===== src/rtl/core/c2c_ram.sv =====
// single port ram with registered read
`default_nettype none

module c2c_ram #(
  parameter int Width = 8,
  parameter int Depth = 16
) (
  input  wire logic                                       clk_i,
  input  wire logic                                       req_i,
  input  wire logic                                       we_i,
  input  wire logic [((Depth > 1) ? $clog2(Depth) : 1)-1:0] addr_i,
  input  wire logic [Width-1:0]                           wdata_i,
  output      logic [Width-1:0]                           rdata_o
);

  logic [Width-1:0] mem_q [Depth];

  always_ff @(posedge clk_i) begin
    if (req_i) begin
      if (we_i) begin
        mem_q[addr_i] <= wdata_i;
      end else begin
        rdata_o <= mem_q[addr_i];
      end
    end
  end

endmodule

`default_nettype wire


===== config.mk =====
export PLATFORM = sky130hd
export DESIGN_NAME = c2c_ram
export DESIGN_NICKNAME = d
export VERILOG_FILES = /design/src/rtl/core/c2c_ram.sv
export SDC_FILE = /design/constraint.sdc
export NUM_CORES = 1
export LEC_CHECK = 0
export ABC_AREA = 1
export BUFFER_PORTS_ARGS = -buffer_cell sky130_fd_sc_hd__buf_2
export CAP_MARGIN = 20
export CORE_MARGIN = 2
export CORE_UTILIZATION = 43
export CTS_CLUSTER_DIAMETER = 150
export DETAILED_ROUTE_END_ITERATION = 8
export PLACE_DENSITY = 0.69
export SLEW_MARGIN = 20
export SYNTH_ARGS = -nofsm -noshare
export SYNTH_HDL_FRONTEND = slang
export SYNTH_SLANG_ARGS = --single-unit

===== constraint.sdc =====
create_clock -name clk_i -period 1.8 [get_ports clk_i]
set_input_delay 0.18 -clock clk_i [delete_from_list [all_inputs] [get_ports clk_i]]
set_output_delay 0.18 -clock clk_i [all_outputs]
set_load 0.01 [all_outputs]

==> flow_summary.json, run 1 <==
{
  "status": "completed",
  "maxSlewViolCount": 0,
  "tritoncts_num_sinks": 136,
  "yosys.cell_count.top_type": "nand2_1",
  "num_rows": 42,
  "synth_area_leaders": "edfxtp_1, nand2_1, inv_1",
  "setup_viol": 0,
  "die_width_microns": 119,
  "drtPass1Iterations": 5,
  "cts_resized": 0,
  "wl_mm": 12.4,
  "drt_iter0_markers": 456,
  "synth_fp_nets": 567,
  "gr-usage-met1_pct": 25.8,
  "syn_avg_cell_area_sq_um": 10.3,
  "synth-edff-count": 136,
  "peakVddDrop_mv": 0.716,
  "timing.final.ws_setup_ns": 0.635,
  "drc": 0,
  "ctsHoldBuffers": 0,
  "fmax_mhz": 859,
  "viasPerCell": 4.85,
  "synth.distinct_cells": 9,
  "num_vias": 3807,
  "clock_latency_ns": 0.42,
  "skew_ns": 0.00702,
  "ys_warn_count": 0,
  "layout-drive-gt1-share_pct": 12.6,
  "period_minus_slack_ns": 1.16,
  "cpMaxStageDelayCell": "edfxtp_1",
  "start_kind": "flip-flop",
  "ys_ff_latch": 136,
  "antenna_found_initial": 0,
  "critical_path.max_stage_delay_ns": 0.41,
  "cp-end-kind": "output pin",
  "crit_path_max_fanout": 1,
  "final_area_sq_um": 6700,
  "grt_use_total_pct": 19.1,
  "hold_viol": 0,
  "yosys.area.top_type": "edfxtp_1",
  "power_w": 0.00742,
  "diodes": 0,
  "cts_tree": "built",
  "cts_made_buffers": 17,
  "drtAntennaViolNets": 0,
  "cts_root_buf": "clkbuf_16",
  "pin_count": 23,
  "post-place-ws_ns": 0.328,
  "path_class": "reg2out",
  "use_met3_pct": 4.93,
  "synth_top_area_share_pct": 71.8,
  "crit_required_ns": 1.62,
  "core_area_sq_um": 13100,
  "fin_cells": 785,
  "grt_pass1_vias": 3820,
  "top_usage_layer": "met2",
  "clkTransAtPathRegs_ns": 0.06,
  "grt_max_degree": 34,
  "dpl_cell_area_sq_um": 6110,
  "power_density_nw_per_um2": 1110,
  "async_flop_share_pct": 0,
  "ys.flop_type": "edfxtp_1",
  "p_leak_nw": 2.88,
  "portBuffers": 22,
  "slew_headroom_pct": 55.9,
  "nets": 613,
  "post_cts_buffers": 0,
  "initial_core_util_pct": 43.5,
  "synth_commonest_cells": "nand2_1, edfxtp_1, inv_1",
  "cp_num_buf_inv": 1,
  "fin_setup_tns_ns": 0,
  "crit_arrival_ns": 0.98,
  "place_congestion": 0.920,
  "final.period_utilization_pct": 64.7,
  "grt-ovfl-total": 0,
  "netlist_area_sq_um": 5690,
  "grt_use_met2_pct": 29.2,
  "crit_family": "flip-flops",
  "syn_to_final_growth_pct": 17.7,
  "synthCells": 552,
  "die_height_microns": 119,
  "ctsLongestPathBuffers": 2,
  "hpwl_mm": 8.02,
  "wl_per_cell_microns": 15.9,
  "placedCellCount": 755,
  "dieArea_sq_um": 14200,
  "min_path_type": "in2reg",
  "htreeDepth": 4,
  "yosysSeqAreaShare_pct": 71.8,
  "tightest_slew_ns": 0.659,
  "crit_chain": "buf_2",
  "grt_pass1_wl_mm": 20.0,
  "rsz0062_at_grt": "false",
  "max_cap_violations": 0,
  "n_fill_cell": 1107
}
## cell usage in the layout, fill, tap and decap left out
cell	synthesis	final
clkinvlp_4	0	1
edfxtp_1	136	136
nand3_1	4	4
inv_2	4	4
inv_1	21	21
buf_2	12	22
buf_4	7	25
nor2_1	19	19
clkinv_1	0	5
buf_12	0	1
clkbuf_16	0	17
clkinv_2	0	3
bufinv_16	0	4
nand2_1	347	347
## sequential cells by signal, indices dropped and copies added (netlist names)
name and cells:
rdata_o 8, mem_q 128
## through the flow
stage	utilization (%)	hold WS (ns)
after global routing	51.2	0.211
after detailed placement	46.7	0.596
after CTS	51.2	0.195
after floorplan	-	0.279
after global placement	46.7	0.606
final	51.2	0.205
## path summary, 6_finish.rpt
check | slack, ns | endpoint | startpoint | depth (start not counted)
min | 0.20 | rdata_o[4] | we_i | 2
max reg2reg | 0.67 | rdata_o[7] | mem_q[15][7] | 8
max | 0.64 | rdata_o[3] | rdata_o[3] | 1
min reg2reg | 0.80 | rdata_o[0] | mem_q[11][0] | 8
## layout make-up
type | count | area, sq um | area share, %
multi-input combinational | 370 | 1390 | 20.8
timing repair buffer | 48 | 318 | 4.75
clock buffer | 17 | 425 | 6.35
tap | 176 | 220 | 3.29
clock inverter | 13 | 161 | 2.41
sequential | 136 | 4080 | 61.0
inverter | 25 | 93.8 | 1.40
## layer usage
layer | wire length (microns) | part of all wire (%) | up-vias
met2 | 5750 | 46 | 143
met5 | 0 | 0 | -
li1 | - | - | 1858
met4 | 299 | 2.4 | 0
met1 | 5660 | 45 | 1782
met3 | 740 | 5.9 | 24
## cell families after synthesis
logic type	count (synthesis)	synth area share [%]
simple gates	370	24.5
flops	136	71.8
buf+inv	46	3.76
## where the power goes
part           total [W]  switching, W  internal (W)
clock            0.00347       0.00120       0.00226
combinational   0.000403      0.000292      0.000111
sequential       0.00355     0.0000113       0.00354
No activity file was read; power rests on OpenSTA's default activity.
==> run 2, diff against run 1 <==
==> constraint.sdc (replaced) <==
create_clock -name clk_i -period 1.2 [get_ports clk_i]
set_input_delay 0.12 -clock clk_i [delete_from_list [all_inputs] [get_ports clk_i]]
set_output_delay 0.12 -clock clk_i [all_outputs]
set_load 0.01 [all_outputs]
==> run 2 against run 1 <==
Compared with the run above:
- sequential share of layout area fell by 2.2 points
- combinational power rose by 74%
- largest power group unchanged
- critical endpoint is now rdata_o[7]
- global-route usage fell by 0.56 points
==> flow_summary.json, run 2 (same netlist as run 1, synthesis figures left out) <==
{
  "status": "completed",
  "slew_headroom_pct": 73.9,
  "die_width_microns": 119,
  "tightest_slew_ns": 0.392,
  "num_rows": 42,
  "post-place-ws_ns": -0.161,
  "initial_core_util_pct": 43.5,
  "drtAntennaViolNets": 0,
  "period_minus_slack_ns": 1.17,
  "grt_use_met2_pct": 28.0,
  "cts_tree": "built",
  "final_cell_mix": "nand2_1, edfxtp_1, buf_2",
  "power_density_nw_per_um2": 1630,
  "final.period_utilization_pct": 97.1,
  "hpwl_mm": 7.84,
  "drt_iter0_markers": 403,
  "use_met3_pct": 4.17,
  "grt_pass1_vias": 3662,
  "maxSlewViolCount": 0,
  "drtPass1Iterations": 5,
  "viasPerCell": 4.83,
  "setup_viol": 0,
  "ctsLongestPathBuffers": 2,
  "crit_required_ns": 1.37,
  "diodes": 0,
  "fin_setup_tns_ns": 0,
  "clock_latency_ns": 0.42,
  "antenna_found_initial": 0,
  "wl_per_cell_microns": 15.5,
  "tritoncts_num_sinks": 136,
  "rsz0062_at_grt": "true",
  "clkTransAtPathRegs_ns": 0.06,
  "portBuffers": 22,
  "place_congestion": 0.820,
  "placedCellCount": 751,
  "die_height_microns": 119,
  "timing.final.ws_setup_ns": 0.0346,
  "largestRegisters": "mem_q (128), rdata_o (8)",
  "cts_root_buf": "clkbuf_16",
  "largest_reg_flops": 128,
  "holdWs_ns": 0.125,
  "syn_to_final_growth_pct": 22.2,
  "nets": 609,
  "dpl_cell_area_sq_um": 6340,
  "wl_mm": 12.2,
  "min_path_type": "in2reg",
  "peakVddDrop_mv": 0.832,
  "fmax_mhz": 858,
  "max_cap_violations": 0,
  "skew_ns": 0.00472,
  "pin_count": 23,
  "cp-end-kind": "flip-flop",
  "top_usage_layer": "met2",
  "grt_pass1_wl_mm": 19.5,
  "dieArea_sq_um": 14200,
  "grt-ovfl-total": 0,
  "fin_cells": 783,
  "hold_viol": 0,
  "path_class": "reg2reg",
  "gr-usage-met1_pct": 25.5,
  "num_vias": 3779,
  "post_cts_buffers": 0,
  "layout-drive-gt1-share_pct": 16.5,
  "grt_max_degree": 51,
  "final_common_cell": "nand2_1",
  "htreeDepth": 4,
  "largest-register": "mem_q",
  "crit_path_max_fanout": 1,
  "drc": 0,
  "core_area_sq_um": 13100,
  "cts_made_buffers": 17,
  "final_area_sq_um": 6950,
  "p_leak_nw": 2.90,
  "n_fill_cell": 1094,
  "start_kind": "flip-flop",
  "grt_use_total_pct": 18.5,
  "crit_arrival_ns": 1.34
}
run 2: cell types whose count changed in the layout (fill, tap and decap cells not counted), sizes merged:
cell    delta
clkinv     +1
clkbuf     +1
buf        -4
run 2: routing by layer:
layer,routed length [microns],vias up,share of wire [%]
met2,5580,97,46
li1,-,1861,-
met1,5720,1800,47
met3,653,21,5.4
met5,0,-,0
met4,211,0,1.7
run 2: critical path, cell delays in order, from the launching register on:
cell and delay, ns:
edfxtp_1 0.37, nand2_1 0.10, nand2_1 0.07, nand2_1 0.07, nand2_1 0.05, nand2_1 0.07
nand2_1 0.06, inv_1 0.07, nand2_1 0.06
run 2: final timing paths:
check,from,end,slack (ns),cells past startpoint
setup / recovery,mem_q[13][7],rdata_o[7],0.03,8
hold / removal,wdata_i[6],mem_q[2][6],0.12,1
setup reg to reg,mem_q[13][7],rdata_o[7],0.03,8
hold reg to reg,mem_q[4][1],rdata_o[1],0.79,8
run 2: layout make-up:
cell class	count	area [sq um]	share of cell area, %
multi-input cells	370	1570	22.6
inverters	25	93.8	1.35
flip-flops and latches	136	4080	58.7
well taps	176	220	3.17
clock inverters	14	181	2.61
repair buffers	44	375	5.40
clock buffers	18	429	6.17
run 2: repair_timing:
action | in CTS | in global routing
hold buffers | 0 | 0
resized for setup | 0 | 1
setup endpoints to repair | 0 | 3
hold endpoints to repair | 0 | 0
run 2: power breakdown:
group          internal, W  total, W  switching [W]
clock network      0.00345   0.00530        0.00185
logic             0.000224  0.000700       0.000476
registers          0.00530   0.00532      0.0000171
total              0.00897    0.0113        0.00235
run 2: stage by stage:
step           total power, W  utilization [%]
5_1_grt                0.0117             53.1
6_report               0.0113             53.1
3_3_place_gp          0.00611             48.5
4_1_cts                0.0114             53.1
3_5_place_dp          0.00612             48.5
2_1_floorplan         0.00582                -
==> run 3, diff against run 2 <==
--- a/config.mk
+++ b/config.mk
@@ -9,10 +9,11 @@
 export BUFFER_PORTS_ARGS = -buffer_cell sky130_fd_sc_hd__buf_2
 export CAP_MARGIN = 20
 export CORE_MARGIN = 2
-export CORE_UTILIZATION = 43
+export CORE_UTILIZATION = 50
 export CTS_CLUSTER_DIAMETER = 150
 export DETAILED_ROUTE_END_ITERATION = 8
-export PLACE_DENSITY = 0.69
+export PLACE_DENSITY = 0.77
+export RECOVER_POWER = 25
 export SLEW_MARGIN = 20
 export SYNTH_ARGS = -nofsm -noshare
 export SYNTH_HDL_FRONTEND = slang
==> run 3 against run 2 <==
Compared with the run above:
- setup slack worse by 0.010 ns
- critical endpoint is now rdata_o[3]
- worst hold slack better by 0.030 ns
- sequential share of layout area up 0.71 points
- largest power group unchanged
- wire length down 0.16%
- largest cell class unchanged
==> flow_summary.json, run 3 (same netlist as run 1, synthesis figures left out) <==
{
  "status": "completed",
  "cts_tree": "built",
  "hold_viol": 0,
  "num_vias": 3800,
  "crit_chain": "nand2_1, nand2_1, nand2_1, nand2_1, nand2_1, nand2_2, inv_1, nand2_1",
  "peakVddDrop_mv": 1.16,
  "die_height_microns": 111,
  "final_cell_mix": "nand2_1, edfxtp_1, inv_1",
  "clkTransAtPathRegs_ns": 0.06,
  "num_rows": 38,
  "layout-drive-gt1-share_pct": 16.0,
  "skew_ns": 0.00514,
  "path_class": "reg2reg",
  "cp-end-kind": "flip-flop",
  "tightest_slew_ns": 0.894,
  "crit_path_max_fanout": 1,
  "grt_pass1_wl_mm": 19.3,
  "syn_to_final_growth_pct": 20.7,
  "final.period_utilization_pct": 98.0,
  "largest_reg_flops": 128,
  "place_congestion": 0.869,
  "fin_setup_tns_ns": 0,
  "wl_mm": 12.1,
  "cp_num_buf_inv": 1,
  "rrSetupSlack_ns": 0.02,
  "max_cap_violations": 0,
  "viasPerCell": 5.09,
  "timing.final.ws_setup_ns": 0.0244,
  "hpwl_mm": 7.68,
  "grt_max_degree": 44,
  "die_width_microns": 111,
  "drc": 0,
  "grt-ovfl-total": 0,
  "final_common_cell": "nand2_1",
  "setup_viol": 0,
  "htreeDepth": 4,
  "post_cts_buffers": 0,
  "drtAntennaViolNets": 0,
  "drtPass1Iterations": 5,
  "critical_path.max_stage_delay_ns": 0.37,
  "drt_iter0_markers": 313,
  "crit_path_frequent_cell": "nand2_1",
  "p_leak_nw": 2.85,
  "grt_use_total_pct": 20.8,
  "crit_arrival_ns": 1.34,
  "holdWs_ns": 0.155,
  "core_area_sq_um": 11000,
  "dieArea_sq_um": 12300,
  "pin_count": 23,
  "maxSlewViolCount": 0,
  "power_density_nw_per_um2": 1610,
  "ctsLongestPathBuffers": 2,
  "start_kind": "flip-flop",
  "tritoncts_num_sinks": 136,
  "fmax_mhz": 851,
  "power_w": 0.0111,
  "grt_pass1_vias": 3693,
  "period_minus_slack_ns": 1.18,
  "cts_made_buffers": 17,
  "crit_family": "simple AND/OR/NAND/NOR gates",
  "cts_root_buf": "clkbuf_16",
  "wl_per_cell_microns": 16.3,
  "clock_latency_ns": 0.41,
  "placedCellCount": 714,
  "portBuffers": 22,
  "antenna_found_initial": 0,
  "min_path_type": "in2reg",
  "diodes": 0,
  "cpMaxStageDelayCell": "edfxtp_1",
  "nets": 608,
  "largest-register": "mem_q",
  "ctsHoldBuffers": 0,
  "slew_headroom_pct": 40.4,
  "rsz0062_at_grt": "true",
  "largestRegisters": "mem_q (128), rdata_o (8)",
  "post-place-ws_ns": -0.167,
  "initial_core_util_pct": 51.8,
  "crit_required_ns": 1.37,
  "fin_cells": 746
}
[run 3: per-layer routing]
layer / vias up / share of wire, % / GRT usage (%)
li1: 1859 / - / -
met1: 1799 / 43 / 27.6
met2: 126 / 49 / 34.1
met3: 16 / 6.9 / 4.76
met4: 0 / 1.3 / 7.42
met5: - / 0 / 0
[run 3: cell type report]
| class | instances | area (sq um) |
|---|---|---|
| clock buffers | 18 | 429 |
| repair buffers | 43 | 349 |
| flip-flops and latches | 136 | 4080 |
| clock inverters | 14 | 158 |
| inverters | 25 | 93.8 |
| fillers | 839 | 4110 |
| multi-input cells | 370 | 1580 |
| well taps | 140 | 175 |
[run 3: path summary, 6_finish.rpt]
check                    start      endpoint  cells after the start
setup reg to reg  mem_q[15][3]    rdata_o[3]                      8
hold / removal      wdata_i[7]  mem_q[14][7]                      1
hold reg to reg    mem_q[9][7]    rdata_o[7]                      8
setup / recovery  mem_q[15][3]    rdata_o[3]                      8
[run 3: power breakdown]
part           internal [W]  switching (W)  leakage, nW  total, W
clock               0.00323        0.00184        0.272   0.00507
combinational      0.000217       0.000478         1.35  0.000695
sequential          0.00531      0.0000157         1.23   0.00532
[run 3: worst register-to-register path, cell delays in order, from the launching register on]
cell,delay (ns)
edfxtp_1,0.37
nand2_1,0.10
nand2_1,0.07
nand2_1,0.06
nand2_1,0.05
nand2_1,0.09
nand2_2,0.07
inv_1,0.06
nand2_1,0.06
[run 3: stage by stage]
stage | instance area, sq um | utilization, %
after CTS | 6870 | 62.5
after floorplan | 5880 | -
after global routing | 6870 | 62.6
final | 6870 | 62.6
after detailed placement | 6280 | 57.2
after global placement | 6280 | 57.2
[run 3: repair_timing]
item / in CTS / in global routing
gates resized for setup: 1 / 5
endpoints found under the setup margin: 1 / 7
pin swaps: 0 / 12
